[src/hdl/ndem_pkg.sv]
`default_nettype none
// ----------------------------------------------------------------------------
// ndem_pkg: shared types and constants for the neighbour difference edge map
// Holds the pixel format, the per-channel difference pair, the limits of the
// frame geometry and the configuration register indexes.
// ----------------------------------------------------------------------------
package ndem_pkg;

	localparam int MAX_WIDTH  = 2048;
	localparam int MAX_HEIGHT = 2048;
	localparam int COL_W      = $clog2(MAX_WIDTH);
	localparam int ROW_W      = $clog2(MAX_HEIGHT);
	localparam int CFG_W      = 12;
	localparam int CHAN_W     = 8;
	localparam int NUM_CHAN   = 3;
	localparam int SUM_W      = CHAN_W + 2;
	localparam int IDX_W      = 2;

	localparam logic [CFG_W-1:0]  WIDTH_RESET  = CFG_W'(1920);
	localparam logic [CFG_W-1:0]  HEIGHT_RESET = CFG_W'(1080);
	localparam logic [CHAN_W-1:0] SAT_LIMIT    = CHAN_W'(255);

	localparam logic [IDX_W-1:0] REG_FRAME_WIDTH  = IDX_W'(0);
	localparam logic [IDX_W-1:0] REG_FRAME_HEIGHT = IDX_W'(1);

	typedef logic [CHAN_W-1:0] chan_t;

	typedef struct packed {
		chan_t red;
		chan_t green;
		chan_t blue;
	} pix_t;

	typedef struct packed {
		chan_t across;
		chan_t down;
	} diff_t;

	typedef struct packed {
		logic has_pend;
		logic last_row;
		logic last_col;
	} ctrl_t;

endpackage
`default_nettype wire

[src/hdl/ndem_lane.sv]
`default_nettype none
// ----------------------------------------------------------------------------
// ndem_lane: per-channel difference lane
// Forms the absolute difference of one color channel to the right neighbour
// and to the pixel below, registered into stage two.
// ----------------------------------------------------------------------------
module ndem_lane (
	input  wire                  clk,
	input  wire                  en,
	input  wire ndem_pkg::chan_t above,
	input  wire ndem_pkg::chan_t right,
	input  wire ndem_pkg::chan_t below,
	output ndem_pkg::diff_t      diff_s2
);
	import ndem_pkg::*;

	chan_t across_d;
	chan_t down_d;

	assign across_d = (above > right) ? chan_t'(above - right) : chan_t'(right - above);
	assign down_d   = (above > below) ? chan_t'(above - below) : chan_t'(below - above);

	always_ff @(posedge clk) begin
		if (en) begin
			diff_s2.across <= across_d;
			diff_s2.down   <= down_d;
		end
	end

endmodule
`default_nettype wire

[config.mk]
export PLATFORM = sky130hd
export DESIGN_NAME = ndem_lane
export DESIGN_NICKNAME = d
export VERILOG_FILES = /design/src/hdl/ndem_pkg.sv /design/src/hdl/ndem_lane.sv
export SDC_FILE = /design/constraint.sdc
export NUM_CORES = 1
export LEC_CHECK = 0
export BUFFER_PORTS_ARGS = -buffer_cell sky130_fd_sc_hd__buf_2
export CAP_MARGIN = 40
export CORE_MARGIN = 2
export CORE_UTILIZATION = 54
export DETAILED_ROUTE_END_ITERATION = 8
export MAX_ROUTING_LAYER = met4
export PLACE_DENSITY_LB_ADDON = 0.3
export SYNTH_ARGS = -nofsm -noshare
export SYNTH_HDL_FRONTEND = slang
export SYNTH_SLANG_ARGS = --single-unit
[constraint.sdc]
create_clock -name clk -period 3.2 [get_ports clk]
set_input_delay 0.64 -clock clk [delete_from_list [all_inputs] [get_ports clk]]
set_output_delay 0.64 -clock clk [all_outputs]
set_load 0.01 [all_outputs]
==> reports/qor.csv, run 1 <==
metric,value,unit
CTS Sinks,16,
io pins,42,
Hold Slack,0.7866,ns
first-pass GRT wire length,6009,µm
Vias/cell,5.544,
yosys synthesis warning count,0,
Final period util,77.95,%
largest net degree at the start of global routing,17,
Worst EP required,3.24,ns
Biggest register,diff_s2,
Startpoint Class,input port,
"Reg clk slew, reported paths",0.09,ns
register area share after synthesis,26.67,%
CTS max path bufs,2,
Nets,279,
unrepaired setup endpoints after global routing,no,
initial antenna violation count,0,
Hold Buf Count CTS,0,
worst-margin pin slew,0.4263,ns
Placeable Area,3103,µm²
CTS tree,yes,
DRT iter0 DRCs,83,
Slew Limit Fails,0,
Synth Cell Area,1802,µm²
Pleak,1.010,nW
setup tns final,0,ns
die width,61.76,µm
drt drc,0,
maximum clock frequency,400.9,MHz
placed cells,258,
# setup viols final,0,
share of cells above drive strength 1,23.04,%
vias in the first global route,1369,
Filler Cell Count,291,
CP arrival,2.53,ns
Initial Util,58.06,%
critical path type,input port to register,
Area Growth Syn to Fin,11.18,%
Relative slew margins,71.28,%
Worst setup EP type,register,
setup repair bufs after CTS,0,
routed wire length,3743,µm
min cycle time layout,2.494,ns
syn nets,243,
Overall Global Routing Usage,21.79,%
remaining global-route overflow,0,
final hold violations,0,
VDD IR max,0.1333,mV
H-tree depth,1,
cell count after synthesis,183,
num rows,20,
Max-Cap Viols,0,
crit-path max FO,7,
Seq cells post-synth,16,
antenna cell count,0,
total power,0.7120,mW
ANT nets after route,0,
Final Wtd Congestion,0.9358,
max reg flops,16,
drt first pass iters,4,
HPWL Detailed,3044,µm
Min-Delay Path Class,input port to register,
biggest regs,diff_s2 (16),
status,"finished, final reports clean",
Avg Inst Size Synth,9.846,µm²
Root Buffer,clkbuf_4,
number of gates resized after CTS,0,
drt wl/cell,14.34,µm
final cell count without fillers,261,
post-synth cell types,25,
vias,1447,
# port buffers,41,
Die Area,3814,µm²
CTS Buf Count,3,
die height,61.76,µm
Power Density,355.5,nW/µm²
[logic make-up (layout without fill, tap and decap cells)]
| logic type | Yosys count | after routing | share of synthesized area, % |
|---|---|---|---|
| compound gates | 52 | 52 | 19.17 |
| buf+inv | 35 | 69 | 9.722 |
| fa+ha+maj | 34 | 34 | 25.28 |
| simple gates | 20 | 20 | 5.555 |
| flops | 16 | 16 | 26.67 |
| mux | 14 | 14 | 7.778 |
| xor+xnor | 12 | 12 | 5.833 |
[metrics by stage]
stage | area [µm²] | utilization (%) | setup WS, ns
floorplan | 1802 | - | 0.8276
global placement | 1981 | 63.83 | 0.4624
detailed placement | 1981 | 63.83 | 0.4172
CTS | 2003 | 64.56 | 0.7092
global route | 2003 | 64.56 | 0.5689
finish | 2003 | 64.56 | 0.7055
[report_power, final]
group / switching (mW) / total, mW / internal (mW) / leakage (nW)
Sequential: 0.00753 / 0.290 / 0.283 / 0.157
Combinational: 0.181 / 0.318 / 0.137 / 0.839
Clock: 0.0603 / 0.104 / 0.0437 / 0.0138
[layout make-up]
type | instances | area [µm²] | area share, %
Clock buffer | 3 | 22.52 | 1.124
Sequential cell | 16 | 480.5 | 23.99
Tap cell | 44 | 55.05 | 2.748
Inverter | 25 | 93.84 | 4.685
Multi-Input combinational cell | 132 | 1146 | 57.21
Timing Repair Buffer | 41 | 205.2 | 10.24
[metal layers]
metal	vias to the layer above	track usage (%)	wire, µm
li1	728	-	-
met1	657	29.40	1707
met2	57	35.19	1747
met3	5	1.449	241
met4	0	6.687	46
met5	-	-	0
[worst max-delay path, stage by stage]
cell      delay, ns
buf_2          0.16
inv_1          0.15
fa_1           0.46
nand3b_1       0.20
a21oi_1        0.15
o22a_1         0.40
mux2i_1        0.28
xnor2_1        0.09
[synthesized netlist by cell type]
library cell / number / area [µm²]
fa_1: 4 / 80.08
ha_1: 30 / 375.4
xor2_1: 8 / 70.07
nor2_1: 4 / 15.01
a31oi_1: 8 / 50.05
nand3b_1: 2 / 15.01
a21o_2: 2 / 17.52
buf_2: 5 / 25.02
a21o_1: 6 / 45.04
a211oi_2: 2 / 25.02
a311oi_1: 4 / 35.03
o21bai_1: 2 / 15.01
o22a_1: 2 / 17.52
mux2i_1: 14 / 140.1
inv_1: 25 / 93.84
o21ai_1: 1 / 5.000
nand2_1: 8 / 30.03
a21oi_1: 10 / 50.05
buf_6: 5 / 56.30
nand4_1: 4 / 25.02
and3_2: 2 / 15.01
a211oi_1: 4 / 30.03
o21ai_0: 11 / 55.05
xnor2_1: 4 / 35.03
edfxtp_1: 16 / 480.5
[path summary, 6_finish.rpt]
kind	startpoint	endpoint	depth (start not counted)
max	above[1]	diff_s2[3]	8
min	below[0]	diff_s2[0]	3
[cells in the final DEF, fill, tap and decap left out, types with 6 or more instances in the layout]
master    instances
buf_2            41
ha_1             30
inv_1            25
edfxtp_1         16
mux2i_1          14
o21ai_0          11
a21oi_1          10
nand2_1           8
a31oi_1           8
xor2_1            8
a21o_1            6
Note: power is estimated with default switching activity, not from simulation.
==> inputs of run 2 (changes only) <==
--- a/config.mk
+++ b/config.mk
@@ -8,7 +8,7 @@
 export BUFFER_PORTS_ARGS = -buffer_cell sky130_fd_sc_hd__buf_2
 export CAP_MARGIN = 40
 export CORE_MARGIN = 2
-export CORE_UTILIZATION = 54
+export CORE_UTILIZATION = 49
 export DETAILED_ROUTE_END_ITERATION = 8
 export MAX_ROUTING_LAYER = met4
 export PLACE_DENSITY_LB_ADDON = 0.3
==> constraint.sdc (replaced) <==
create_clock -name clk -period 2.23 [get_ports clk]
set_input_delay 0.446 -clock clk [delete_from_list [all_inputs] [get_ports clk]]
set_output_delay 0.446 -clock clk [all_outputs]
set_load 0.01 [all_outputs]
==> run 2 against run 1 <==
Net effect: worst hold slack lost 0.17 ns; worst setup slack lost 0.62 ns; global-route usage shrank 0.30 points; utilization shrank 1.3 points; count of clock-buffer cells in the layout is the same; critical path depth grew 2; sequential power grew 44%.
==> reports/qor.csv, run 2 (same netlist as run 1, synthesis figures left out) <==
metric,value,unit,change
setup repair bufs after CTS,0,,unchanged
min cycle time layout,2.146,ns,
Placeable Area,3606,µm²,was 3103 µm²
Startpoint Class,input port,,unchanged
Overall Global Routing Usage,21.49,%,was 21.79%
Final period util,96.25,%,
num rows,22,,was 20
Slew Limit Fails,0,,unchanged
crit-path max FO,7,,unchanged
Initial Util,49.97,%,was 58.06%
Vias/cell,5.384,,was 5.544
routing usage on met1,28.82,%,was 29.40%
max reg flops,16,,unchanged
most frequent cells in the layout,"41 x buf_2, 29 x ha_1, 25 x inv_1, 25 x buf_4, 16 x edfxtp_1",,"was 41 x buf_2, 30 x ha_1, 25 x inv_1, 16 x edfxtp_1, 14 x mux2i_1"
initial antenna violation count,0,,unchanged
CTS max path bufs,2,,unchanged
largest net degree at the start of global routing,17,,unchanged
pre-CTS setup slack,-0.2736,ns,was 0.4172 ns
vias in the first global route,1489,,was 1369
ANT nets after route,0,,unchanged
Worst setup EP type,register,,unchanged
first-pass GRT wire length,6796,µm,was 6009 µm
worst setup margin,0.08369,ns,was 0.7055 ns
remaining global-route overflow,0,,unchanged
hold path depth,1,,was 3
H-tree depth,1,,unchanged
HPWL Detailed,3293,µm,was 3044 µm
Worst path slowest cell,fa_2,,was fa_1
die width,64.64,µm,was 61.76 µm
Biggest register,diff_s2,,unchanged
crit-path cells,buf_2 -> inv_1 -> ha_1 -> fa_2 -> nand3b_1 -> a21oi_2 -> o22a_1 -> buf_12 -> mux2i_2 -> xor2_1,,was buf_2 -> inv_1 -> fa_1 -> nand3b_1 -> a21oi_1 -> o22a_1 -> mux2i_1 -> xnor2_1
Nets,305,,was 279
total power,1.193,mW,was 0.7120 mW
drt first pass iters,4,,unchanged
# port buffers,41,,unchanged
"commonest non-fill, non-tap cell in the layout",buf_2,,unchanged
worst-margin pin slew,0.5292,ns,was 0.4263 ns
status,"finished, final reports clean",,unchanged
Power Density,523.2,nW/µm²,was 355.5 nW/µm²
# setup viols final,0,,unchanged
"Reg clk slew, reported paths",0.06,ns,was 0.09 ns
met3 usage,1.736,%,was 1.449%
routed wire length,4035,µm,was 3743 µm
Relative slew margins,64.35,%,was 71.28%
setup tns final,0,ns,unchanged
drt wl/cell,13.82,µm,was 14.34 µm
Filler Cell Count,301,,was 291
Hold Buf Count CTS,0,,unchanged
CP arrival,2.15,ns,was 2.53 ns
Area Growth Syn to Fin,26.53,%,was 11.18%
CTS tree,yes,,unchanged
final hold violations,0,,unchanged
CTS Sinks,16,,unchanged
CTS Buf Count,3,,unchanged
vias,1572,,was 1447
biggest regs,diff_s2 (16),,unchanged
max incr delay on CP,0.36,ns,was 0.46 ns
most used routing layer,met2,,unchanged
final instance area,2280,µm²,was 2003 µm²
Crit path max-delay family,adder cells,,was compound AO/OA/AOI/OAI gates
antenna cell count,0,,unchanged
critical path type,input port to register,,unchanged
Min-Delay Path Class,input port to register,,unchanged
drt drc,0,,unchanged
Worst EP required,2.23,ns,was 3.24 ns
VDD IR max,0.2090,mV,was 0.1333 mV
met2 GRT Util,34.24,%,was 35.19%
share of cells above drive strength 1,36.07,%,was 23.04%
io pins,42,,unchanged
Root Buffer,clkbuf_8,,was clkbuf_4
Max-Cap Viols,0,,unchanged
Die Area,4178,µm²,was 3814 µm²
Crit. path cell count,10,,was 8
Final Wtd Congestion,1.000,,was 0.9358
Area after DPL,2193,µm²,was 1981 µm²
maximum clock frequency,465.9,MHz,
Pleak,1.140,nW,was 1.010 nW
worst path bufs/invs,3,,was 2
die height,64.64,µm,was 61.76 µm
DRT iter0 DRCs,146,,was 83
run 2: metal layers:
| metal | wire (µm) | share of wire (%) |
|---|---|---|
| met1 | 1780 | 44 |
| met2 | 1861 | 46 |
| met3 | 333 | 8.3 |
| met4 | 59 | 1.5 |
| met5 | 0 | 0 |
run 2: final cells by class:
class	count	area, µm²	area share [%]
clock buffer	3	41.29	1.811
clock inverter	1	3.754	0.1647
inverter	25	93.84	4.116
multi-input combinational	132	1187	52.09
sequential	16	480.5	21.08
tap	48	60.06	2.634
timing repair buffer	67	412.9	18.11
run 2: final timing paths:
path,from,to
max,above[0],diff_s2[5]
min,en,diff_s2[11]
run 2: metrics by stage:
stage / hold slack [ns] / instances / utilization (%)
after global placement: 0.8546 / 288 / 60.83
after global routing: 0.6388 / 292 / 63.22
final: 0.6214 / 292 / 63.22
after floorplan: 0.5585 / 183 / -
after detailed placement: 0.8580 / 288 / 60.83
after CTS: 0.6297 / 292 / 62.18
run 2: power breakdown:
group | switching [mW] | leakage (nW) | internal [mW] | total (mW)
clock network | 0.102 | 0.0231 | 0.122 | 0.224
logic | 0.286 | 0.960 | 0.266 | 0.552
registers | 0.0105 | 0.157 | 0.406 | 0.417
run 2: repair_timing:
item / in CTS / in global routing
cloned: 0 / 0
gates resized for setup: 1 / 12
setup endpoints to repair: 1 / 12
pin swaps: 0 / 1
