$ cat config.mk
export PLATFORM = sky130hd
export DESIGN_NAME = ndem_merge
export DESIGN_NICKNAME = d
export VERILOG_FILES = /design/src/hdl/ndem_pkg.sv /design/src/hdl/ndem_merge.sv
export SDC_FILE = /design/constraint.sdc
export NUM_CORES = 1
export LEC_CHECK = 0
export BUFFER_PORTS_ARGS = -buffer_cell sky130_fd_sc_hd__buf_4
export CELL_PAD_IN_SITES_DETAIL_PLACEMENT = 0
export CELL_PAD_IN_SITES_GLOBAL_PLACEMENT = 1
export CORE_MARGIN = 5
export CORE_UTILIZATION = 37
export DETAILED_ROUTE_END_ITERATION = 6
export PLACE_DENSITY_LB_ADDON = 0.15
export SYNTH_ARGS = -nofsm -noshare
export SYNTH_HDL_FRONTEND = slang
export SYNTH_SLANG_ARGS = --single-unit
export TNS_END_PERCENT = 1
$ cat constraint.sdc
create_clock -name vclk -period 15.7
set_input_delay 3.14 -clock vclk [all_inputs]
set_output_delay 3.14 -clock vclk [all_outputs]
set_load 0.005 [all_outputs]
$ cat src/hdl/ndem_pkg.sv
`default_nettype none
// ----------------------------------------------------------------------------
// ndem_pkg: shared types and constants for the neighbour difference edge map
// Holds the pixel format, the per-channel difference pair, the limits of the
// frame geometry and the configuration register indexes.
// ----------------------------------------------------------------------------
package ndem_pkg;

	localparam int MAX_WIDTH  = 2048;
	localparam int MAX_HEIGHT = 2048;
	localparam int COL_W      = $clog2(MAX_WIDTH);
	localparam int ROW_W      = $clog2(MAX_HEIGHT);
	localparam int CFG_W      = 12;
	localparam int CHAN_W     = 8;
	localparam int NUM_CHAN   = 3;
	localparam int SUM_W      = CHAN_W + 2;
	localparam int IDX_W      = 2;

	localparam logic [CFG_W-1:0]  WIDTH_RESET  = CFG_W'(1920);
	localparam logic [CFG_W-1:0]  HEIGHT_RESET = CFG_W'(1080);
	localparam logic [CHAN_W-1:0] SAT_LIMIT    = CHAN_W'(255);

	localparam logic [IDX_W-1:0] REG_FRAME_WIDTH  = IDX_W'(0);
	localparam logic [IDX_W-1:0] REG_FRAME_HEIGHT = IDX_W'(1);

	typedef logic [CHAN_W-1:0] chan_t;

	typedef struct packed {
		chan_t red;
		chan_t green;
		chan_t blue;
	} pix_t;

	typedef struct packed {
		chan_t across;
		chan_t down;
	} diff_t;

	typedef struct packed {
		logic has_pend;
		logic last_row;
		logic last_col;
	} ctrl_t;

endpackage
`default_nettype wire

$ cat src/hdl/ndem_merge.sv
`default_nettype none
// ----------------------------------------------------------------------------
// ndem_merge: lane merge
// Sums the channel differences of all lanes, saturates each edge and their
// total, and forces zeros for the last column.
// ----------------------------------------------------------------------------
module ndem_merge (
	input  wire ndem_pkg::diff_t   diff [ndem_pkg::NUM_CHAN],
	input  wire                    last_col,
	output ndem_pkg::chan_t        across,
	output ndem_pkg::chan_t        down,
	output ndem_pkg::chan_t        total
);
	import ndem_pkg::*;

	logic [SUM_W-1:0] across_sum;
	logic [SUM_W-1:0] down_sum;
	logic [SUM_W-1:0] total_sum;
	chan_t            across_sat;
	chan_t            down_sat;
	chan_t            total_sat;

	always_comb begin
		across_sum = '0;
		down_sum   = '0;
		for (int k = 0; k < NUM_CHAN; k++) begin
			across_sum = across_sum + SUM_W'(diff[k].across);
			down_sum   = down_sum + SUM_W'(diff[k].down);
		end
		across_sat = (across_sum > SUM_W'(SAT_LIMIT)) ? SAT_LIMIT : across_sum[CHAN_W-1:0];
		down_sat   = (down_sum > SUM_W'(SAT_LIMIT)) ? SAT_LIMIT : down_sum[CHAN_W-1:0];
		total_sum  = SUM_W'(across_sat) + SUM_W'(down_sat);
		total_sat  = (total_sum > SUM_W'(SAT_LIMIT)) ? SAT_LIMIT : total_sum[CHAN_W-1:0];
	end

	assign across = last_col ? '0 : across_sat;
	assign down   = last_col ? '0 : down_sat;
	assign total  = last_col ? '0 : total_sat;

endmodule
`default_nettype wire

==> flow_summary.html <==
<table>
<tr><th>Metric</th><th>Value</th></tr>
<tr><th colspan="2">Status</th></tr>
<tr><td>Status</td><td>finished clean</td></tr>
<tr><th colspan="2">Pwr</th></tr>
<tr><td>Part of the total power dissipated in the clock network</td><td>0%</td></tr>
<tr><td>Power density normalized to cell area</td><td>roughly 76 nW/um2</td></tr>
<tr><td>P_leak</td><td>about 1 nW</td></tr>
<tr><td>Design Power</td><td>0.160 mW</td></tr>
<tr><td>Switching portion of total power</td><td>between 50% and 60%</td></tr>
<tr><td>Max rail drop VDD</td><td>between 0.00004 and 0.00005 V</td></tr>
<tr><td>Share of total power in combinational logic</td><td>between 90% and 100%</td></tr>
<tr><td>Net load switching power</td><td>~0.084 mW</td></tr>
<tr><td>Int Pwr</td><td>0.0752 mW</td></tr>
<tr><td>Sequential share of power</td><td>0%</td></tr>
<tr><th colspan="2">Setup path</th></tr>
<tr><td>CP startpoint kind</td><td>input pin</td></tr>
<tr><td>Critical Path AT</td><td>7.42 ns</td></tr>
<tr><td>Crit path max fanout</td><td>13</td></tr>
<tr><td>Required time of the critical path</td><td>between 10 and 15 ns</td></tr>
<tr><td>Type of the worst setup path</td><td>in -&gt; out</td></tr>
<tr><td>Endpoint class of the critical path</td><td>output pin</td></tr>
<tr><th colspan="2">Synthesis</th></tr>
<tr><td>Seq/Total Area, Yosys</td><td>0%</td></tr>
<tr><td>Largest area contributor in the synthesized netlist</td><td>sky130_fd_sc_hd__fa_1</td></tr>
<tr><td>Post-Syn Instances</td><td>199</td></tr>
<tr><td>Syn_nets</td><td>approximately 290</td></tr>
<tr><td>Netlist area before placement</td><td>~1500 um2</td></tr>
<tr><td>Warnings, synthesis</td><td>0</td></tr>
<tr><td>Syn Area/Cell</td><td>about 7.7 um2</td></tr>
<tr><td>Share of Yosys cell area claimed by the top area cell type</td><td>around 25%</td></tr>
<tr><td>Leading cell types by total area after synthesis</td><td>sky130_fd_sc_hd__fa_1 (25%), sky130_fd_sc_hd__ha_1 (18%), sky130_fd_sc_hd__a21oi_1 (9.5%)</td></tr>
<tr><td>Library cells used by synthesis</td><td>40</td></tr>
<tr><th colspan="2">Placement</th></tr>
<tr><td>Placement Cell Area</td><td>roughly 2100 um2</td></tr>
<tr><td>HPWL after detailed placement</td><td>3.15 mm</td></tr>
<tr><td>Quantity of I/O buffers inserted on ports</td><td>73</td></tr>
<tr><td>Final weighted congestion in routability-driven placement</td><td>around 0.82</td></tr>
<tr><th colspan="2">CTS</th></tr>
<tr><td>Post-CTS setup buffers</td><td>0</td></tr>
<tr><td>Count of instances resized after the clock tree is built</td><td>0</td></tr>
<tr><td>Post-CTS Hold Fix Bufs</td><td>0</td></tr>
<tr><th colspan="2">Drt</th></tr>
<tr><td>DRT antenna net count</td><td>0</td></tr>
<tr><td>DR vias</td><td>around 1600</td></tr>
<tr><td>DRC</td><td>0</td></tr>
<tr><td>Number of design-rule violations left by the first detailed-router iteration</td><td>60</td></tr>
<tr><td>WL final</td><td>3.58 mm</td></tr>
<tr><td>Average wire per standard cell</td><td>about 11 um</td></tr>
<tr><td>Pre-Repair DR Iteration Count</td><td>4</td></tr>
<tr><td>Via density per instance</td><td>4.97</td></tr>
<tr><th colspan="2">Floorplanning</th></tr>
<tr><td>Floorplan row count</td><td>23</td></tr>
<tr><td>Die span in x</td><td>74.2 um</td></tr>
<tr><td>IO Count</td><td>between 70 and 80</td></tr>
<tr><td>Die outline area</td><td>approximately 5500 um2</td></tr>
<tr><td>CORE AREA</td><td>4000 um2</td></tr>
<tr><td>Height of the die</td><td>approximately 74 um</td></tr>
<tr><td>Initial Util</td><td>between 30% and 40%</td></tr>
<tr><th colspan="2">STA</th></tr>
<tr><td>Setup total negative slack</td><td>0 ns</td></tr>
<tr><td>Final count of negative-setup-slack endpoints</td><td>0</td></tr>
<tr><td>Worst slew pin tran</td><td>0.465 ns</td></tr>
<tr><td>Unrepaired setup endpoints after global routing</td><td>false</td></tr>
<tr><td>Hold Fails Final Rpt</td><td>0</td></tr>
<tr><td>Max Fclk</td><td>about 95 MHz</td></tr>
<tr><td>Shortest period the worst path allows</td><td>between 10 and 15 ns</td></tr>
<tr><td>Portion of the clock cycle consumed by the worst path in the final layout</td><td>just under 70%</td></tr>
<tr><td>Max Slew Vio Count</td><td>0</td></tr>
<tr><td>Worst-case headroom to the max-slew limit</td><td>around 69%</td></tr>
<tr><th colspan="2">Global route</th></tr>
<tr><td>Overall overflow remaining after global route</td><td>0</td></tr>
<tr><td>Antenna violations before repair</td><td>0</td></tr>
<tr><td>Vias in the first global route</td><td>around 1500</td></tr>
<tr><td>Wire length of the first global-routing pass</td><td>between 6 and 7 mm</td></tr>
<tr><td>Overall Global Routing Usage</td><td>13.4%</td></tr>
<tr><td>Largest net degree at the start of global routing</td><td>25</td></tr>
<tr><th colspan="2">Final layout</th></tr>
<tr><td>Proportion of layout cells with a drive suffix above 1</td><td>~29%</td></tr>
<tr><td>Layout sequential cell count</td><td>0</td></tr>
<tr><td>Area of all sequential standard cells</td><td>0 um2</td></tr>
<tr><td>Antenna Diode Count</td><td>0</td></tr>
<tr><td>Count of clock-net buffers in the final layout</td><td>0</td></tr>
<tr><td>Area growth from synthesis to layout</td><td>38.5%</td></tr>
<tr><td>Final net count</td><td>360</td></tr>
<tr><td>Post-route core utilization</td><td>between 50% and 60%</td></tr>
<tr><td>Total non-filler cell area in the finished layout</td><td>roughly 2100 um2</td></tr>
<tr><th colspan="2">Run</th></tr>
<tr><td>Max-capacitance violation count</td><td>0</td></tr>
<tr><th colspan="2">Hold path</th></tr>
<tr><td>Worst hold path type</td><td>in -&gt; out</td></tr>
</table>
[cells by family after synthesis]
| logic type | count (synthesis) | share of synthesized area (%) |
|---|---|---|
| mux | 1 | 0.739 |
| simple gates | 61 | 19.5 |
| xor+xnor | 9 | 5.17 |
| compound gates | 58 | 23.8 |
| buf+inv | 29 | 7.72 |
| fa+ha+maj | 41 | 43.0 |
[final timing paths]
check	startpoint	end	slack, ns	depth (start not counted)
worst max-delay path	diff[9]	total[5]	5.14	18
worst min-delay path	last_col	total[6]	6.71	3
[through the flow]
step	hold slack (ns)	worst slack, ns	cells
finish	6.71	5.14	318
global route	6.76	4.74	318
CTS	6.72	5.15	318
detailed placement	6.71	5.18	318
global placement	6.71	5.24	318
floorplan	6.31	5.68	199
[final cells by class]
| cell class | count | area, um2 |
|---|---|---|
| fillers | 415 | 1890 |
| multi-input cells | 170 | 1410 |
| repair buffers | 73 | 548 |
| inverters | 25 | 93.8 |
| well taps | 50 | 62.6 |
[critical path, stage by stage]
cell	delay, ns
sky130_fd_sc_hd__buf_4	0.08
sky130_fd_sc_hd__inv_1	0.04
sky130_fd_sc_hd__fa_1	0.52
sky130_fd_sc_hd__inv_1	0.04
sky130_fd_sc_hd__ha_1	0.21
sky130_fd_sc_hd__fa_1	0.42
sky130_fd_sc_hd__a211oi_2	0.36
sky130_fd_sc_hd__o2111ai_1	0.18
sky130_fd_sc_hd__a2111oi_2	0.45
sky130_fd_sc_hd__or2_2	0.31
sky130_fd_sc_hd__nand2_1	0.08
sky130_fd_sc_hd__ha_1	0.34
sky130_fd_sc_hd__nand2b_1	0.09
sky130_fd_sc_hd__a211oi_1	0.32
sky130_fd_sc_hd__nor3_1	0.09
sky130_fd_sc_hd__o31a_1	0.39
sky130_fd_sc_hd__a21oi_1	0.19
sky130_fd_sc_hd__buf_4	0.14
[cell usage after synthesis]
| cell | count |
|---|---|
| sky130_fd_sc_hd__nor3b_1 | 2 |
| sky130_fd_sc_hd__or3_1 | 1 |
| sky130_fd_sc_hd__ha_1 | 22 |
| sky130_fd_sc_hd__nand3_1 | 4 |
| sky130_fd_sc_hd__xnor2_1 | 3 |
| sky130_fd_sc_hd__a21o_1 | 2 |
| sky130_fd_sc_hd__o2bb2ai_1 | 1 |
| sky130_fd_sc_hd__a221oi_1 | 1 |
| sky130_fd_sc_hd__nor3_1 | 7 |
| sky130_fd_sc_hd__buf_2 | 1 |
| sky130_fd_sc_hd__nor4_1 | 1 |
| sky130_fd_sc_hd__a221o_1 | 1 |
| sky130_fd_sc_hd__fa_1 | 19 |
| sky130_fd_sc_hd__o22ai_1 | 3 |
| sky130_fd_sc_hd__or2_2 | 2 |
| sky130_fd_sc_hd__a21oi_1 | 29 |
| sky130_fd_sc_hd__and4_1 | 1 |
| sky130_fd_sc_hd__clkbuf_1 | 2 |
| sky130_fd_sc_hd__a2bb2oi_1 | 1 |
| sky130_fd_sc_hd__o21ai_0 | 8 |
| sky130_fd_sc_hd__buf_6 | 1 |
| sky130_fd_sc_hd__o31a_1 | 2 |
| sky130_fd_sc_hd__xor2_1 | 6 |
| sky130_fd_sc_hd__and3b_1 | 1 |
| sky130_fd_sc_hd__mux2_2 | 1 |
| sky130_fd_sc_hd__a21boi_0 | 1 |
| sky130_fd_sc_hd__a22o_1 | 1 |
| sky130_fd_sc_hd__o2111ai_1 | 1 |
| sky130_fd_sc_hd__and2_1 | 3 |
| sky130_fd_sc_hd__nand2_1 | 16 |
| sky130_fd_sc_hd__a2111oi_2 | 1 |
| sky130_fd_sc_hd__o211ai_1 | 1 |
| sky130_fd_sc_hd__nand4_1 | 1 |
| sky130_fd_sc_hd__inv_1 | 25 |
| sky130_fd_sc_hd__nand2b_1 | 1 |
| sky130_fd_sc_hd__nor2b_1 | 6 |
| sky130_fd_sc_hd__a211oi_1 | 3 |
| sky130_fd_sc_hd__o21a_1 | 1 |
| sky130_fd_sc_hd__a211oi_2 | 1 |
| sky130_fd_sc_hd__nor2_1 | 15 |
[metal layers]
layer / GRT usage (%) / share of wire (%) / vias up
met5: 0 / 0 / -
li1: - / - / 838
met1: 20.1 / 47 / 704
met2: 23.0 / 47 / 37
met3: 0.270 / 5.8 / 0
met4: 0 / 0 / 0
[cells in the final DEF (no fill, tap or decap), types with 3 or more instances in the layout]
cell type,netlist,layout
sky130_fd_sc_hd__a211oi_1,3,3
sky130_fd_sc_hd__a21oi_1,29,29
sky130_fd_sc_hd__and2_1,3,3
sky130_fd_sc_hd__buf_4,0,73
sky130_fd_sc_hd__fa_1,19,19
sky130_fd_sc_hd__ha_1,22,22
sky130_fd_sc_hd__inv_1,25,25
sky130_fd_sc_hd__nand2_1,16,16
sky130_fd_sc_hd__nand3_1,4,4
sky130_fd_sc_hd__nor2_1,15,15
sky130_fd_sc_hd__nor2b_1,6,6
sky130_fd_sc_hd__nor3_1,7,7
sky130_fd_sc_hd__o21ai_0,8,8
sky130_fd_sc_hd__o22ai_1,3,3
sky130_fd_sc_hd__xnor2_1,3,3
sky130_fd_sc_hd__xor2_1,6,6
[power groups by stage]
stage | combinational [mW] | clock (mW) | sequential (mW)
final | 0.160 | 0 | 0
after global routing | 0.184 | 0 | 0
after CTS | 0.160 | 0 | 0
after detailed placement | 0.159 | 0 | 0
after global placement | 0.159 | 0 | 0
after floorplan | 0.114 | 0 | 0
(Power assumes the default switching activity.)
